$ cat src/rtl/ims_pkg.sv
// package: shared constants, codes and arithmetic helpers for the sample smoother
`timescale 1ns / 1ps

package ims_pkg;

    // item opcodes, echoed on the result kind field
    localparam logic [1:0] OP_ACCEL = 2'd0;
    localparam logic [1:0] OP_MAG   = 2'd1;
    localparam logic [1:0] OP_MARK  = 2'd2;

    // configuration register indexes
    localparam logic [1:0] REG_ACCEL_GAIN = 2'd0;
    localparam logic [1:0] REG_MAG_GAIN   = 2'd1;
    localparam logic [1:0] REG_LEVEL_THR  = 2'd2;

    localparam int GAIN_W = 17;
    localparam int THR_W  = 13;
    localparam int AXIS_W = 16;
    localparam int CFG_W  = 17;

    // unity gain in Q1.16 and the reset settings
    localparam logic [GAIN_W-1:0] GAIN_ONE        = 17'd65536;
    localparam logic [GAIN_W-1:0] ACCEL_GAIN_INIT = 17'd9830;
    localparam logic [GAIN_W-1:0] MAG_GAIN_INIT   = 17'd26214;
    localparam logic [THR_W-1:0]  LEVEL_THR_INIT  = 13'd900;

    // signed divide by 16, truncating toward zero
    function automatic logic signed [AXIS_W-1:0] div16(input logic signed [AXIS_W-1:0] w);
        logic [AXIS_W-1:0] biased;
        biased = w + (w[AXIS_W-1] ? 16'd15 : 16'd0);
        return {{4{biased[AXIS_W-1]}}, biased[AXIS_W-1:4]};
    endfunction

    // prev + gain*(sample-prev)/65536, quotient truncated toward zero
    function automatic logic signed [AXIS_W-1:0] ema_step(
        input logic [GAIN_W-1:0]        gain,
        input logic signed [AXIS_W-1:0] sample,
        input logic signed [AXIS_W-1:0] prev
    );
        logic signed [16:0] diff;
        logic signed [34:0] prod;
        logic signed [33:0] acc;
        logic        [17:0] quo;
        logic               round_up;
        diff     = {sample[15], sample} - {prev[15], prev};
        prod     = $signed({1'b0, gain}) * diff;
        acc      = {{2{prev[15]}}, prev, 16'h0000} + prod[33:0];
        quo      = acc[33:16];
        round_up = acc[33] && (acc[15:0] != 16'h0000);
        return quo[15:0] + {15'd0, round_up};
    endfunction

endpackage

$ cat src/rtl/imu_sample_smoother.sv
// top level: motion sensor sample decoder and exponential smoother
//
//  channel | direction | handshake        | payload
//  s_      | in        | s_valid/s_ready  | opcode, six raw bytes
//  m_      | out       | m_valid/m_ready  | kind, x/y/z axes, level flag
//  cfg_    | in        | cfg_wr_en        | register index, data
//
// one item per clock unless stalled; accepted items pass input then result register
// the smoothing history updates as an item moves from the input register
// to the result register, so consecutive items see each other's history
// opcode 3 is accepted and dropped without a result
// a stalled result register holds the input register, which then drops s_ready
// reset clears valid flags, history and fresh flags and restores the gains
`timescale 1ns / 1ps

module imu_sample_smoother import ims_pkg::*; (
    input  logic                     aclk,
    input  logic                     aresetn,
    input  logic                     s_valid,
    output logic                     s_ready,
    input  logic [1:0]               s_opcode,
    input  logic [7:0]               s_byte0,
    input  logic [7:0]               s_byte1,
    input  logic [7:0]               s_byte2,
    input  logic [7:0]               s_byte3,
    input  logic [7:0]               s_byte4,
    input  logic [7:0]               s_byte5,
    output logic                     m_valid,
    input  logic                     m_ready,
    output logic [1:0]               m_kind,
    output logic signed [AXIS_W-1:0] m_axis_x,
    output logic signed [AXIS_W-1:0] m_axis_y,
    output logic signed [AXIS_W-1:0] m_axis_z,
    output logic                     m_is_level,
    input  logic                     cfg_wr_en,
    input  logic [1:0]               cfg_index,
    input  logic [CFG_W-1:0]         cfg_data
);

    // configuration registers
    logic [GAIN_W-1:0]        accel_gain_reg;
    logic [GAIN_W-1:0]        mag_gain_reg;
    logic signed [THR_W-1:0]  level_thr_reg;
    logic [GAIN_W-1:0]        gain_clamped;

    // input register
    logic        in_valid_reg;
    logic [1:0]  in_op_reg;
    logic [7:0]  in_b0_reg, in_b1_reg, in_b2_reg, in_b3_reg, in_b4_reg, in_b5_reg;

    // history
    logic signed [AXIS_W-1:0] prev_accel_z_reg, prev_accel_z_next;
    logic signed [AXIS_W-1:0] prev_mag_x_reg, prev_mag_x_next;
    logic signed [AXIS_W-1:0] prev_mag_y_reg, prev_mag_y_next;
    logic accel_fresh_reg, accel_fresh_next;
    logic mag_fresh_reg, mag_fresh_next;

    // result register
    logic                     out_valid_reg;
    logic [1:0]               out_kind_reg, out_kind_next;
    logic signed [AXIS_W-1:0] out_x_reg, out_x_next;
    logic signed [AXIS_W-1:0] out_y_reg, out_y_next;
    logic signed [AXIS_W-1:0] out_z_reg, out_z_next;
    logic                     out_level_reg, out_level_next;

    // datapath intermediates
    logic        advance;
    logic signed [AXIS_W-1:0] word_a, word_b, word_c;
    logic signed [AXIS_W-1:0] acc_x, acc_y, acc_z;
    logic signed [AXIS_W-1:0] mag_x, mag_y, mag_z;
    logic [GAIN_W-1:0]        mul_a_gain;
    logic signed [AXIS_W-1:0] mul_a_new, mul_a_prev, mul_a_res;
    logic signed [AXIS_W-1:0] mul_b_res;
    logic signed [AXIS_W-1:0] z_final;

    assign advance = in_valid_reg && (!out_valid_reg || m_ready);
    assign s_ready = !in_valid_reg || advance;

    // gains above unity act as unity
    assign gain_clamped = cfg_data[GAIN_W-1] ? GAIN_ONE : cfg_data;

    // configuration writes
    always_ff @(posedge aclk) begin
        if (!aresetn) begin
            accel_gain_reg <= ACCEL_GAIN_INIT;
            mag_gain_reg   <= MAG_GAIN_INIT;
            level_thr_reg  <= LEVEL_THR_INIT;
        end else if (cfg_wr_en) begin
            unique case (cfg_index)
                REG_ACCEL_GAIN: accel_gain_reg <= gain_clamped;
                REG_MAG_GAIN:   mag_gain_reg   <= gain_clamped;
                REG_LEVEL_THR:  level_thr_reg  <= cfg_data[THR_W-1:0];
                default: ;
            endcase
        end
    end

    // input register, unused opcode dropped at the door
    always_ff @(posedge aclk) begin
        if (!aresetn) begin
            in_valid_reg <= 1'b0;
        end else if (s_ready) begin
            in_valid_reg <= s_valid && (s_opcode == OP_ACCEL || s_opcode == OP_MAG
                                        || s_opcode == OP_MARK);
        end
    end

    always_ff @(posedge aclk) begin
        if (s_ready && s_valid) begin
            in_op_reg <= s_opcode;
            in_b0_reg <= s_byte0;
            in_b1_reg <= s_byte1;
            in_b2_reg <= s_byte2;
            in_b3_reg <= s_byte3;
            in_b4_reg <= s_byte4;
            in_b5_reg <= s_byte5;
        end
    end

    // byte assembly: little-endian for accel, big-endian for mag
    always_comb begin
        if (in_op_reg == OP_MAG) begin
            word_a = {in_b0_reg, in_b1_reg};
            word_b = {in_b2_reg, in_b3_reg};
            word_c = {in_b4_reg, in_b5_reg};
        end else begin
            word_a = {in_b1_reg, in_b0_reg};
            word_b = {in_b3_reg, in_b2_reg};
            word_c = {in_b5_reg, in_b4_reg};
        end
    end

    // axis corrections
    assign acc_x = div16(word_a);
    assign acc_y = 16'sd0 - div16(word_b);
    assign acc_z = 16'sd0 - div16(word_c);
    assign mag_x = word_a;
    assign mag_z = 16'sd0 - word_b;
    assign mag_y = 16'sd0 - word_c;

    // smoothing unit a serves accel z or mag x, unit b serves mag y
    always_comb begin
        if (in_op_reg == OP_MAG) begin
            mul_a_gain = mag_gain_reg;
            mul_a_new  = mag_x;
            mul_a_prev = prev_mag_x_reg;
        end else begin
            mul_a_gain = accel_gain_reg;
            mul_a_new  = acc_z;
            mul_a_prev = prev_accel_z_reg;
        end
    end

    assign mul_a_res = ema_step(mul_a_gain, mul_a_new, mul_a_prev);
    assign mul_b_res = ema_step(mag_gain_reg, mag_y, prev_mag_y_reg);
    assign z_final   = accel_fresh_reg ? acc_z : mul_a_res;

    // result and history next values
    always_comb begin
        out_kind_next     = in_op_reg;
        out_x_next        = '0;
        out_y_next        = '0;
        out_z_next        = '0;
        out_level_next    = 1'b0;
        prev_accel_z_next = prev_accel_z_reg;
        prev_mag_x_next   = prev_mag_x_reg;
        prev_mag_y_next   = prev_mag_y_reg;
        accel_fresh_next  = accel_fresh_reg;
        mag_fresh_next    = mag_fresh_reg;
        unique case (in_op_reg)
            OP_ACCEL: begin
                out_x_next        = acc_x;
                out_y_next        = acc_y;
                out_z_next        = z_final;
                out_level_next    = z_final > $signed({{(AXIS_W-THR_W){level_thr_reg[THR_W-1]}},
                                                       level_thr_reg});
                prev_accel_z_next = z_final;
                accel_fresh_next  = 1'b0;
            end
            OP_MAG: begin
                out_x_next      = mag_fresh_reg ? mag_x : mul_a_res;
                out_y_next      = mag_fresh_reg ? mag_y : mul_b_res;
                out_z_next      = mag_z;
                prev_mag_x_next = out_x_next;
                prev_mag_y_next = out_y_next;
                mag_fresh_next  = 1'b0;
            end
            OP_MARK: begin
                accel_fresh_next = 1'b1;
                mag_fresh_next   = 1'b1;
            end
            default: ;
        endcase
    end

    // history registers, updated as each item moves on
    always_ff @(posedge aclk) begin
        if (!aresetn) begin
            prev_accel_z_reg <= '0;
            prev_mag_x_reg   <= '0;
            prev_mag_y_reg   <= '0;
            accel_fresh_reg  <= 1'b0;
            mag_fresh_reg    <= 1'b0;
        end else if (advance) begin
            prev_accel_z_reg <= prev_accel_z_next;
            prev_mag_x_reg   <= prev_mag_x_next;
            prev_mag_y_reg   <= prev_mag_y_next;
            accel_fresh_reg  <= accel_fresh_next;
            mag_fresh_reg    <= mag_fresh_next;
        end
    end

    // result register
    always_ff @(posedge aclk) begin
        if (!aresetn) begin
            out_valid_reg <= 1'b0;
        end else if (advance) begin
            out_valid_reg <= 1'b1;
        end else if (m_ready) begin
            out_valid_reg <= 1'b0;
        end
    end

    always_ff @(posedge aclk) begin
        if (advance) begin
            out_kind_reg  <= out_kind_next;
            out_x_reg     <= out_x_next;
            out_y_reg     <= out_y_next;
            out_z_reg     <= out_z_next;
            out_level_reg <= out_level_next;
        end
    end

    assign m_valid    = out_valid_reg;
    assign m_kind     = out_kind_reg;
    assign m_axis_x   = out_x_reg;
    assign m_axis_y   = out_y_reg;
    assign m_axis_z   = out_z_reg;
    assign m_is_level = out_level_reg;

endmodule

$ cat config.mk
export PLATFORM = sky130hd
export DESIGN_NAME = imu_sample_smoother
export DESIGN_NICKNAME = d
export VERILOG_FILES = /design/src/rtl/ims_pkg.sv /design/src/rtl/imu_sample_smoother.sv
export SDC_FILE = /design/constraint.sdc
export NUM_CORES = 2
export LEC_CHECK = 0
export BUFFER_PORTS_ARGS = -buffer_cell sky130_fd_sc_hd__buf_2
export CELL_PAD_IN_SITES_DETAIL_PLACEMENT = 0
export CELL_PAD_IN_SITES_GLOBAL_PLACEMENT = 1
export CORE_MARGIN = 5
export CORE_UTILIZATION = 41
export DETAILED_ROUTE_END_ITERATION = 7
export PLACE_DENSITY_LB_ADDON = 0.12
export SYNTH_ARGS = -nofsm -noshare
export SYNTH_HDL_FRONTEND = slang
export SYNTH_SLANG_ARGS = --single-unit
export TNS_END_PERCENT = 100
$ cat constraint.sdc
create_clock -name aclk -period 18.9 [get_ports aclk]
set_input_delay 0.945 -clock aclk [delete_from_list [all_inputs] [get_ports aclk]]
set_output_delay 0.945 -clock aclk [all_outputs]
set_load 0.1 [all_outputs]
==> results.cfg <==
[run_status]
status = complete, no violations

[timing]
rsz0062_at_grt = false
tightest_slew_ns = 1.31
clock.fmax_mhz = 66.5
slew_violations = 0
finalCritPeriodShare_pct = 79.6
maxSlewHeadroom_pct = 12.5
fin_skew_ns = 0.0364
setup_violations = 0
fin_crit_ns = 15.04
finalSetupTns_ns = 0
hold_viol_final = 0

[cells_and_area]
nets = 4949
drive_gt1_share_pct = 7.88
final-seq-area_sq_um = 5020
diodes = 0
areaGrowthSynthToFinish_pct = 6.92
nFillCells = 8664
multi_input_area_sq_um = 26600

[yosys]
synth_cell_type_count = 96
syn_area_sq_um = 34900
synthTopCellsByArea = fa_1 (28%), ha_1 (12%), edfxtp_1 (8.7%)
yosysWarnings = 0
netlist.area_leader.share_pct = 27.8
yosysTopAreaCell = fa_1
synth_fp_nets = 4941
synthArstFlopShare_pct = 0
synthFlopType = edfxtp_1
syn_avg_cell_area_sq_um = 8.61
synth_edf_count = 101
yosysSeqAreaShare_pct = 14.4
synthCells = 4053
synthTopCellsByCount = inv_1 (686), nand2_1 (534), fa_1 (484), ha_1 (330), nor2_1 (188)
synth_most_common_cell = inv_1
ys_ff_latch = 200

[worst_setup_path]
cp_slowest_cell = xor2_1
cp-start-kind = register
cpPeakStageDelay_ns = 1.01
path_class = reg2reg
r2r_start = in_op_reg[1]
r2r_cells = 55
worstSetupStartpoint = in_op_reg[1]
r2r_end = m_is_level
cp_max_fo = 36
worstPathArrival_ns = 15.26
worst_ep_required_time_ns = 19.12
end_kind = register
setup.worst_path.end = m_is_level
rrSetupSlack_ns = 3.86

[die]
rows = 107
die_area_sq_um = 91100
die_width_microns = 302
die_y_microns = 302
initial_core_util_pct = 41.1
core_area_sq_um = 84900
io_pins = 127

[clocking]
cts_tree = yes
clock_latency_ns = 0.52
post_cts_buffers = 0
clockRootBuffer = clkbuf_16
numCtsBuffers = 17
cts.htree.levels = 4
clock-sinks = 200
cts.path.max_buffers = 2
cts_resized = 0
clk_pin_slew_ns = 0.09
cts_hold_buf = 0

[drt]
vias = 28300
wirelength_mm = 114
drc = 0
detail_route.wl_per_cell_microns = 21.9
detail_route.first_pass.iterations = 5
routed_via_density = 5.42
ant_nets = 0
dr.first_iter.drc_count = 1948

[global_routing]
antenna_found_initial = 1
grt_pass1_vias = 28700
grt_max_degree = 139
grtUsageTotal_pct = 25.3
grt_first_pass_wirelength_mm = 176
overflow = 0

[placed_design]
gp_congestion = 0.930
numPortBuffers = 126
dpl.hpwl_mm = 92.3

[min_path]
holdCritPathClass = reg2reg

[run]
cap_violations = 0
## worst max-delay path, delay by kind of cell (launching register included)
kind	cells	cell delay (ns)
AND/OR/NAND/NOR	12	2.25
flip-flops	1	0.43
AO/OA/AOI/OAI	21	4.49
adder cells (fa/ha/maj)	12	5.12
XOR/XNOR	7	2.19
buffers and inverters	3	0.26
## final cells by class
class,count,share of cell area [%]
well taps,1144,3.83
multi-input cells,2967,71.1
clock buffers,17,1.14
inverters,688,6.92
repair buffers,187,2.95
flip-flops and latches,200,13.4
clock inverters,15,0.570
## per-stage QoR
step           setup slack (ns)  hold slack, ns  util (%)  area [sq um]  instances
2_1_floorplan              5.01           0.436         -         34900       4053
3_5_place_dp               3.96           0.447      43.2         36700       5186
4_1_cts                    3.89           0.458      44.0         37300       5218
3_3_place_gp               4.29           0.442      43.2         36700       5186
5_1_grt                    2.92           0.474      44.0         37300       5218
6_report                   3.86           0.457      44.0         37300       5218
## per-layer routing
layer	vias up	GRT usage (%)	share of wire, %
met5	-	0	0
met4	0	5.93	2.5
met3	125	4.59	6.0
met2	773	41.1	46
met1	14200	35.2	45
li1	13200	-	-
## cells in the final DEF (no fill, tap or decap), types with 94 or more instances in the layout
cell,Yosys,final
and2_1,139,138
o21ai_0,129,129
fa_1,484,484
nor2_1,188,185
buf_2,7,126
xnor2_1,99,98
a21oi_1,155,155
inv_1,686,686
ha_1,330,329
nand3_1,94,94
nand2_1,534,534
dfxtp_1,99,98
edfxtp_1,101,101
## worst min path at each step
stage / end / from / cells past startpoint
2_1_floorplan: prev_accel_z_reg[10] / prev_accel_z_reg[10] / 2
3_3_place_gp: prev_accel_z_reg[7] / prev_accel_z_reg[7] / 2
3_5_place_dp: prev_accel_z_reg[4] / prev_accel_z_reg[4] / 2
4_1_cts: prev_accel_z_reg[4] / prev_accel_z_reg[4] / 2
5_1_grt: prev_accel_z_reg[5] / prev_accel_z_reg[5] / 2
6_report: prev_accel_z_reg[4] / prev_accel_z_reg[4] / 2
## cell families (layout without fill, tap and decap cells)
family / count (synthesis) / after routing / synth area share (%)
multiplexers: 108 / 108 / 3.22
flip-flops: 200 / 200 / 14.4
AND/OR/NAND/NOR: 1280 / 1280 / 17.6
adder cells (fa/ha/maj): 814 / 814 / 39.6
buffers and inverters: 886 / 907 / 9.71
AO/OA/AOI/OAI: 604 / 604 / 11.5
XOR/XNOR: 161 / 161 / 4.04
Power is left out: the tool's default activity adds up to more than one toggle a clock period on the data nets, which glitch-free logic cannot reach.
